File: src/hdl/mtad_pkg.sv
`timescale 1ns / 1ps
// Shared types and constants for the multi-tap audio delay.
// No dependencies; imported by the controller, the datapath and the top level.
package mtad_pkg;

   // Configuration register map (word index = paddr[3:2])
   localparam int CSR_ADDR_W = 4;
   localparam int CSR_DATA_W = 32;
   localparam logic [1:0] REG_TAP_COUNT     = 2'd0;
   localparam logic [1:0] REG_DELAY_SAMPLES = 2'd1;
   localparam logic [1:0] REG_WET_MIX       = 2'd2;
   localparam logic [1:0] REG_FEEDBACK_MODE = 2'd3;

   localparam int TAP_COUNT_W = 3;
   localparam int DELAY_W     = 13;
   localparam int MIX_W       = 17;

   localparam logic [TAP_COUNT_W-1:0] TAP_COUNT_RESET     = 3'd1;
   localparam logic [DELAY_W-1:0]     DELAY_SAMPLES_RESET = 13'd2400;
   localparam logic [MIX_W-1:0]       WET_MIX_RESET       = 17'd39322;

   // Fixed point: accumulator in units of 2^-16 sample LSB
   localparam int FRAC_BITS  = 16;
   localparam int HALF_SHIFT = 15;
   localparam int ROUND_HALF = 32768;
   localparam logic [MIX_W-1:0] MIX_ONE = 17'd65536;

   // gain_j = floor(mix / (j+2)) = (mix * RECIP_TABLE[j]) >> RECIP_SHIFT,
   // exact for mix <= 2^16 and divisors up to 11
   localparam int GAIN_W      = 17;
   localparam int RECIP_W     = 24;
   localparam int RECIP_SHIFT = 24;
   localparam int RECIP_DEPTH = 10;
   localparam logic [RECIP_W-1:0] RECIP_TABLE [RECIP_DEPTH] = '{
      24'd8388608, 24'd5592406, 24'd4194304, 24'd3355444, 24'd2796203,
      24'd2396746, 24'd2097152, 24'd1864136, 24'd1677722, 24'd1525202
   };

   typedef enum logic [2:0] {
      ST_CLEAR,
      ST_IDLE,
      ST_ADDR,
      ST_READ,
      ST_MAC,
      ST_ACC,
      ST_WRITE,
      ST_FINISH
   } state_type;

   typedef struct packed {
      logic clear_step;
      logic start;
      logic addr;
      logic read;
      logic mac;
      logic acc;
      logic write;
      logic load_out;
   } mtad_cmd_type;

   typedef struct packed {
      logic clear_last;
      logic no_taps;
      logic last_tap;
      logic out_free;
   } mtad_status_type;

endpackage

File: src/hdl/mtad_ctrl.sv
`timescale 1ns / 1ps
// Sequencer for the multi-tap audio delay: clear pass, then per-tap steps.
// Depends on mtad_pkg for the state, command and status types.
module mtad_ctrl
   import mtad_pkg::*;
(
   input  logic            clock,
   input  logic            reset,
   input  logic            req_valid,
   output logic            req_ready,
   input  mtad_status_type status,
   output mtad_cmd_type    cmd,
   output state_type       state
);

   state_type state_ff;
   state_type state_in;

   always_ff @(posedge clock) begin
      if (reset) begin
         state_ff <= ST_CLEAR;
      end else begin
         state_ff <= state_in;
      end
   end

   always_comb begin
      state_in  = state_ff;
      cmd       = '0;
      req_ready = 1'b0;
      case (state_ff)
         ST_CLEAR: begin
            cmd.clear_step = 1'b1;
            if (status.clear_last) begin
               state_in = ST_IDLE;
            end
         end
         ST_IDLE: begin
            req_ready = 1'b1;
            if (req_valid) begin
               cmd.start = 1'b1;
               state_in  = status.no_taps ? ST_FINISH : ST_ADDR;
            end
         end
         ST_ADDR: begin
            cmd.addr = 1'b1;
            state_in = ST_READ;
         end
         ST_READ: begin
            cmd.read = 1'b1;
            state_in = ST_MAC;
         end
         ST_MAC: begin
            cmd.mac  = 1'b1;
            state_in = ST_ACC;
         end
         ST_ACC: begin
            cmd.acc  = 1'b1;
            state_in = ST_WRITE;
         end
         ST_WRITE: begin
            cmd.write = 1'b1;
            state_in  = status.last_tap ? ST_FINISH : ST_ADDR;
         end
         ST_FINISH: begin
            if (status.out_free) begin
               cmd.load_out = 1'b1;
               state_in     = ST_IDLE;
            end
         end
         default: begin
            state_in = ST_CLEAR;
         end
      endcase
   end

   assign state = state_ff;

endmodule

File: config.mk
export PLATFORM = sky130hd
export DESIGN_NAME = mtad_ctrl
export DESIGN_NICKNAME = d
export VERILOG_FILES = /design/src/hdl/mtad_pkg.sv /design/src/hdl/mtad_ctrl.sv
export SDC_FILE = /design/constraint.sdc
export NUM_CORES = 1
export LEC_CHECK = 0
export BUFFER_PORTS_ARGS = -buffer_cell sky130_fd_sc_hd__clkbuf_2
export CAP_MARGIN = 20
export CORE_AREA = 2 2 39 41
export CTS_CLUSTER_SIZE = 25
export DETAILED_ROUTE_END_ITERATION = 8
export DIE_AREA = 0 0 41 43
export GPL_TIMING_DRIVEN = 0
export PLACE_DENSITY = 0.5
export SLEW_MARGIN = 40
export SYNTH_ARGS = -nofsm -noshare
export SYNTH_HDL_FRONTEND = slang
export SYNTH_SLANG_ARGS = --single-unit
File: constraint.sdc
create_clock -name clock -period 1.4 [get_ports clock]
set_clock_uncertainty 0.1 [all_clocks]
set_input_delay 0.21 -clock clock [delete_from_list [all_inputs] [get_ports clock]]
set_output_delay 0.21 -clock clock [all_outputs]
set_load 0.05 [all_outputs]
== Word-level counts from Yosys, hierarchy flattened ==
Cells that the tools add are included.

* Add/subtract/negate cells: 0
* Equal/unequal tests: 10
* Multipliers: 0
* Multiplexer cells: 17
* Bitwise gates (word level): 0
* Reduce and logical (&&, ||, !) cells: 2
* Shift-type cells: 0
* Order comparisons: 0
* Div/mod/pow operators: 0

{| class="wikitable"
|+ Operators by type and width
! cell !! number
|-
| case mux 3 bit (8 select lines) || 1
|-
| two-way mux 3 bit || 5
|-
| equality test 3 bit (second input constant) || 4
|-
| two-way mux 1 bit || 11
|-
| equality test 3 x 2 -> 1 bit (second input constant) || 2
|-
| != test 2 bit (second input constant) || 3
|-
| equality test 3 x 1 -> 1 bit (second input constant) || 1
|-
| zero test 3 bit || 1
|-
| AND reduction 3 bit || 1
|}

* Memories kept: 0
* Latch bits: 0
* Bits in read-only memories: 0
* Register bits: 3
* Input port bits: 7
* Word-level logic and storage cells: 30
* RAM bits: 0

== Logic depth before layout (Yosys ltp) ==
Gate-level depths: netlist of the first run.

* Depth in word-level cells: 3
* Depth in mapped cells: 5
* Depth with buffers taken out: 4

== Worst setup path before layout of the first run ==
Ideal clock, no wire load.

* Path type: register to output
* Start point: register state_ff[0] (netlist: state[0])
* End point: output port cmd[4] in the netlist's numbering
* Stages on the path, launching flop included: 4
* Data required time: 1.090 ns
* Path buffers: 1
* Data arrival time: 2.058 ns
* Setup slack: -0.968 ns
* Path through: dfxtp_1 > buf_2 > inv_1 > nor3_1

{| class="wikitable"
|+ RTL lines
! item !! line !! source
|-
| from (decl) || mtad_ctrl.sv:16 || <nowiki>state_type state_ff;</nowiki>
|-
| from (signal assigned) || mtad_ctrl.sv:23 || <nowiki>state_ff <= state_in;</nowiki>
|-
| to (decl) || mtad_ctrl.sv:12 || <nowiki>output mtad_cmd_type cmd,</nowiki>
|}

==> results.sh, run 1 <==
export IMPL_leakage_nw=0.311
export IMPL_dp_cells=74
export IMPL_status="finished, violations left"
export IMPL_post_synth_cell_area_avg_um2=6.32
export IMPL_largest_reg_flops=3
export IMPL_synth_adder_area_share=0
export IMPL_die_width_um=41
export IMPL_irDropWorstVdd_mv=0.320
export IMPL_cts_tree="done"
export IMPL_tns_ns=-0.405
export IMPL_relSlewSlack=0.814
export IMPL_clock_root_buffer="clkbuf_4"
export IMPL_finalNonFillerCells=86
export IMPL_postRouteAntennaNets=0
export IMPL_worstSetupStartpointType="flip-flop"
export IMPL_path_depth=4
export IMPL_seq_area_frac_synth=0.238
export IMPL_clock_latency_ns=0.24
export IMPL_max_clock_path_buffers=2
export IMPL_clock_sinks=3
export IMPL_worst_pin_slew_ns=0.279
export IMPL_overflow=0
export IMPL_grt_pass1_wl_mm=1.79
export IMPL_dp_slack_ns=-0.0538
export IMPL_rsz0062_at_grt="true"
export IMPL_start_util=0.183
export IMPL_required_ns=1.09
export IMPL_area_delta_synth_final_pct=181
export IMPL_synth_top_family_by_area="simple AND/OR/NAND/NOR gates"
export IMPL_nets=78
export IMPL_maxCapViolations=0
export IMPL_setup_violations=7
export IMPL_core_um2=1380
export IMPL_ctsHoldBuffers=0
export IMPL_crit_arrival_ns=1.19
export IMPL_yosys_warnings=0
export IMPL_grt_max_degree=9
export IMPL_post_route_util=0.513
export IMPL_hold_violations=0
export IMPL_ios=19
export IMPL_cp_slowest_stage_delay_ns=0.35
export IMPL_cts_buffers_inserted=3
export IMPL_synthXorXnorAreaFrac=0
export IMPL_antenna_found_initial=0
export IMPL_synth_area_mux_share=0
export IMPL_synth_cells=40
export IMPL_crit_slowest_cell="dfxtp_4"
export IMPL_gp_congestion=0.797
export IMPL_worstSetupPathType="flip-flop to output pin"
export IMPL_rows=14
export IMPL_hold_class="input port to flip-flop"
export IMPL_synth_compound_area_frac=0.223
export IMPL_ys_seq_elements=3
export IMPL_io_buffers=18
export IMPL_post_route_period_util=1.07
export IMPL_grt_pass1_vias=394
export IMPL_viasPerCell=4.78
export IMPL_drc=0
export IMPL_critical_path_cell_chain="buf_12 > clkinvlp_4 > and3_4 > clkbuf_16"
export IMPL_wl_mm=1.07
export IMPL_crit_buf_inv=3
export IMPL_h_tree_depth=1
export IMPL_slew_viol_final=0
export IMPL_dp_hpwl_um=631
export IMPL_n_antenna_cell=0
export IMPL_layout_setup_ws_ns=-0.102
export IMPL_drt_iter0_drc=19
export IMPL_synth_cell_types=21
export IMPL_cp_top_family="buffers and inverters"
export IMPL_power_density_nw_per_um2=1090
export IMPL_vias=411
export IMPL_whs_path_depth=2
export IMPL_dieArea_um2=1760
export IMPL_syn_nets=47
export IMPL_drive_above_1_share=0.743
export IMPL_cp_end_kind="output pin"
export IMPL_netlist_area_um2=253
export IMPL_grt_use_total=0.150
export IMPL_wl_per_cell_um=12.4
export IMPL_die_h_um=43
export IMPL_cts_clk_slew_worst_paths_ns=0.04
export IMPL_max_freq_mhz=666
export IMPL_yosys_area_share_simple=0.421
export IMPL_violations="negative setup slack"
export IMPL_r2r_cells=6
export IMPL_crit_fanout=7
export IMPL_drt_pass1_iter_count=4
export IMPL_fill_cells=123
export IMPL_fin_crit_ns=1.50
-- cells in the mapped netlist (all sizes together) --
library cell	instances	area share
nand2b	2	0.049
a311oi	1	0.035
or3	1	0.025
a211oi	1	0.030
a21oi	2	0.040
nor2b	1	0.025
inv	2	0.040
o21ai	3	0.059
nand2	6	0.089
nor2	8	0.12
buf	2	0.064
and3	2	0.049
nor3	2	0.040
dfxtp	3	0.24
or2	1	0.025
a31oi	1	0.025
clkbuf	1	0.015
a221oi	1	0.035
-- cell type report --
type / instances / area [um2] / area share
tap: 16 / 20.0 / 0.0282
clock buffer: 4 / 26.3 / 0.0370
multi-input combinational: 32 / 260 / 0.367
inverter: 2 / 13.8 / 0.0194
buffer: 2 / 45.0 / 0.0635
sequential: 3 / 71.3 / 0.101
timing repair buffer: 27 / 273 / 0.384
-- worst register-to-register path: cells and delay by family (launching register included) --
kind,cells,cell delay (ns)
flops,1,0.35
compound gates,1,0.27
simple gates,1,0.06
buf+inv,4,0.54
-- metrics by stage --
| step | instance area, um2 | hold slack, ns | total power, mW |
|---|---|---|---|
| final | 709 | 0.0584 | 0.773 |
| after global routing | 709 | 0.0634 | 0.819 |
| after CTS | 658 | 0.0555 | 0.722 |
| after detailed placement | 459 | 0.301 | 0.456 |
| after global placement | 459 | 0.299 | 0.456 |
| after floorplan | 349 | 0.169 | 0.392 |
-- layer usage --
layer	track usage	wire length, um	vias to the layer above
met3	0.0157	65	0
met1	0.193	412	195
li1	-	-	197
met2	0.241	590	19
met4	0.0600	0	0
met5	0	0	-
-- power by group --
part	internal [mW]	switching (mW)	total (mW)	leakage, nW
sequential	0.0990	0.0160	0.115	0.0267
combinational	0.223	0.279	0.501	0.269
clock	0.107	0.0491	0.156	0.0150
-- final timing paths --
kind                               from                     to  slack, ns
setup / recovery  state[0]$_SDFFE_PP0P_                 cmd[3]      -0.10
hold / removal                    reset  state[1]$_SDFFE_PP0P_       0.06
setup reg to reg  state[0]$_SDFFE_PP0P_  state[1]$_SDFFE_PP0P_      -0.03
hold reg to reg   state[1]$_SDFFE_PP0P_  state[1]$_SDFFE_PP0P_       0.59
-- timing repair --
| action | CTS | global route |
|---|---|---|
| endpoints found under the setup margin | 9 | 11 |
| resized for setup | 28 | 13 |
| pin swaps | 6 | 6 |
| buffers inserted | 7 | 2 |
-- cells by family (layout without fill, tap and decap cells) --
group           Yosys count  count (layout)
buf+inv                   5              35
compound gates            9               9
simple gates             23              23
flops                     3               3
-- layout by cell type, fill, tap and decap left out, drive strengths merged --
cell type / instances
a221oi: 1
clkbuf: 15
a211oi: 1
o21ai: 3
or2: 1
nor3: 2
or3: 1
a21oi: 2
nand2: 6
and3: 2
nand2b: 2
buf: 18
nor2b: 1
nor2: 8
clkinvlp: 1
inv: 1
dfxtp: 3
a311oi: 1
a31oi: 1
Power figures use the tool's default switching activity.
==> inputs of run 2 (changes only) <==
==> constraint.sdc (replaced) <==
create_clock -name clock -period 1.4 [get_ports clock]
set_clock_uncertainty 0.1 [all_clocks]
set_input_delay 0.28 -clock clock [delete_from_list [all_inputs] [get_ports clock]]
set_output_delay 0.28 -clock clock [all_outputs]
set_load 0.05 [all_outputs]
==> results.sh, run 2 (same netlist as run 1, synthesis figures left out) <==
export IMPL_fin_crit_ns=1.57
export IMPL_most_common_layout_cells="buf_8, buf_4, clkbuf_2"
export IMPL_nets=83
export IMPL_gp_congestion=0.736
export IMPL_max_freq_mhz=636
export IMPL_drive_above_1_share=0.747
export IMPL_clock_latency_ns=0.23
export IMPL_core_um2=1380
export IMPL_n_antenna_cell=0
export IMPL_setup_violations=10
export IMPL_status="finished, violations left"
export IMPL_pwr_share_seq=0.141
export IMPL_post_route_period_util=1.12
export IMPL_wl_mm=1.04
export IMPL_tns_ns=-0.968
export IMPL_power_switching_uw=345
export IMPL_whs_path_depth=2
export IMPL_seqCellArea_um2=71.3
export IMPL_start_util=0.183
export IMPL_final_common_cell="buf_8"
export IMPL_grt_pass1_vias=371
export IMPL_crit_arrival_ns=1.19
export IMPL_hold_violations=0
export IMPL_relSlewSlack=0.816
export IMPL_layout_setup_ws_ns=-0.172
export IMPL_drt_pass1_iter_count=4
export IMPL_hold_class="input port to flip-flop"
export IMPL_startpoint="state[0]$_SDFFE_PP0P_"
export IMPL_cts_clk_slew_worst_paths_ns=0.03
export IMPL_rows=14
export IMPL_overflow=0
export IMPL_worst_pin_slew_ns=0.277
export IMPL_drt_iter0_drc=10
export IMPL_grt_max_degree=8
export IMPL_h_tree_depth=1
export IMPL_drc=0
export IMPL_dp_slack_ns=-0.118
export IMPL_die_h_um=43
export IMPL_clock_root_buffer="clkbuf_4"
export IMPL_hold_path_startpoint="reset"
export IMPL_cts_buffers_inserted=3
export IMPL_crit_fanout=4
export IMPL_max_clock_path_buffers=2
export IMPL_cp_end_kind="output pin"
export IMPL_r2r_start="state[0]$_SDFFE_PP0P_"
export IMPL_worstSetupPathType="flip-flop to output pin"
export IMPL_required_ns=1.02
export IMPL_dieArea_um2=1760
export IMPL_multi_input_area_um2=265
export IMPL_combinationalPowerShare=0.679
export IMPL_fill_cells=124
export IMPL_p_sw_frac=0.425
export IMPL_postRouteAntennaNets=0
export IMPL_worstSetupStartpointType="flip-flop"
export IMPL_violations="negative setup slack"
export IMPL_p_int_uw=466
export IMPL_grt_pass1_wl_mm=1.59
export IMPL_ctsHoldBuffers=0
export IMPL_ios=19
export IMPL_antenna_found_initial=0
export IMPL_clkPwrFrac=0.180
export IMPL_rsz0062_at_grt="true"
export IMPL_irDropWorstVdd_mv=0.381
export IMPL_area_delta_synth_final_pct=203
export IMPL_grt_use_total=0.131
export IMPL_largest_reg_flops=3
export IMPL_clock_sinks=3
export IMPL_slew_viol_final=0
export IMPL_dp_hpwl_um=621
export IMPL_r2r_cells=7
export IMPL_io_buffers=18
export IMPL_finalPower_uw=810
export IMPL_cts_tree="done"
export IMPL_viasPerCell=4.77
export IMPL_power_density_nw_per_um2=1060
export IMPL_vias=434
export IMPL_leakage_nw=0.323
export IMPL_die_width_um=41
export IMPL_maxCapViolations=0
export IMPL_wl_per_cell_um=11.4
==> run 2: cell types whose count changed in the layout (fill, tap and decap cells not counted), sizes merged <==
cell,delta
clkbuf,-2
buf,+7
==> run 2: power groups by stage <==
stage	logic, mW	registers (mW)	clock network, mW
5_1_grt	0.577	0.116	0.162
3_5_place_dp	0.345	0.112	0
6_report	0.550	0.114	0.146
4_1_cts	0.486	0.115	0.151
2_1_floorplan	0.245	0.148	0
3_3_place_gp	0.345	0.112	0
==> run 2: stage by stage <==
stage / util / std cells / area [um2] / hold slack, ns
2_1_floorplan: - / 40 / 352 / 0.239
3_3_place_gp: 0.334 / 74 / 462 / 0.371
3_5_place_dp: 0.334 / 74 / 462 / 0.372
4_1_cts: 0.512 / 89 / 708 / 0.133
5_1_grt: 0.554 / 91 / 767 / 0.153
6_report: 0.554 / 91 / 767 / 0.137
==> run 2: area by class of cell <==
class | instances | area share
Buffer | 2 | 0.0587
Tap cell | 16 | 0.0261
Multi-Input combinational cell | 32 | 0.346
Timing Repair Buffer | 32 | 0.424
Sequential cell | 3 | 0.0930
Inverter | 2 | 0.0179
Clock buffer | 4 | 0.0343
==> run 2: worst max-delay path, cell delays in order (launching register included) <==
cell and delay [ns]:
dfxtp_4 0.35, buf_12 0.11, clkinvlp_4 0.13, buf_6 0.15, nor2_4 0.08, buf_8 0.15
==> run 2: worst paths after layout <==
kind                                              end  slack, ns
worst min-delay path            state[1]$_SDFFE_PP0P_       0.14
worst max register to register  state[1]$_SDFFE_PP0P_      -0.09
worst max-delay path                        req_ready      -0.17
worst min register to register  state[2]$_SDFFE_PP0P_       0.52
==> run 2: routing by layer <==
metal | up-vias | GRT usage | part of all wire
met4 | 0 | 0.0400 | 0
met3 | 0 | 0.0314 | 0.052
li1 | 208 | - | -
met1 | 207 | 0.179 | 0.42
met5 | - | 0 | 0
met2 | 19 | 0.197 | 0.53
==> run 2: timing repair <==
item                                   4_1_cts  5_1_grt
endpoints found under the hold margin        0        0
buffers inserted                            12        3
gates resized for setup                     30       15
pin swaps                                    3       10
gates cloned                                 0        0
setup endpoints to repair                    9       13
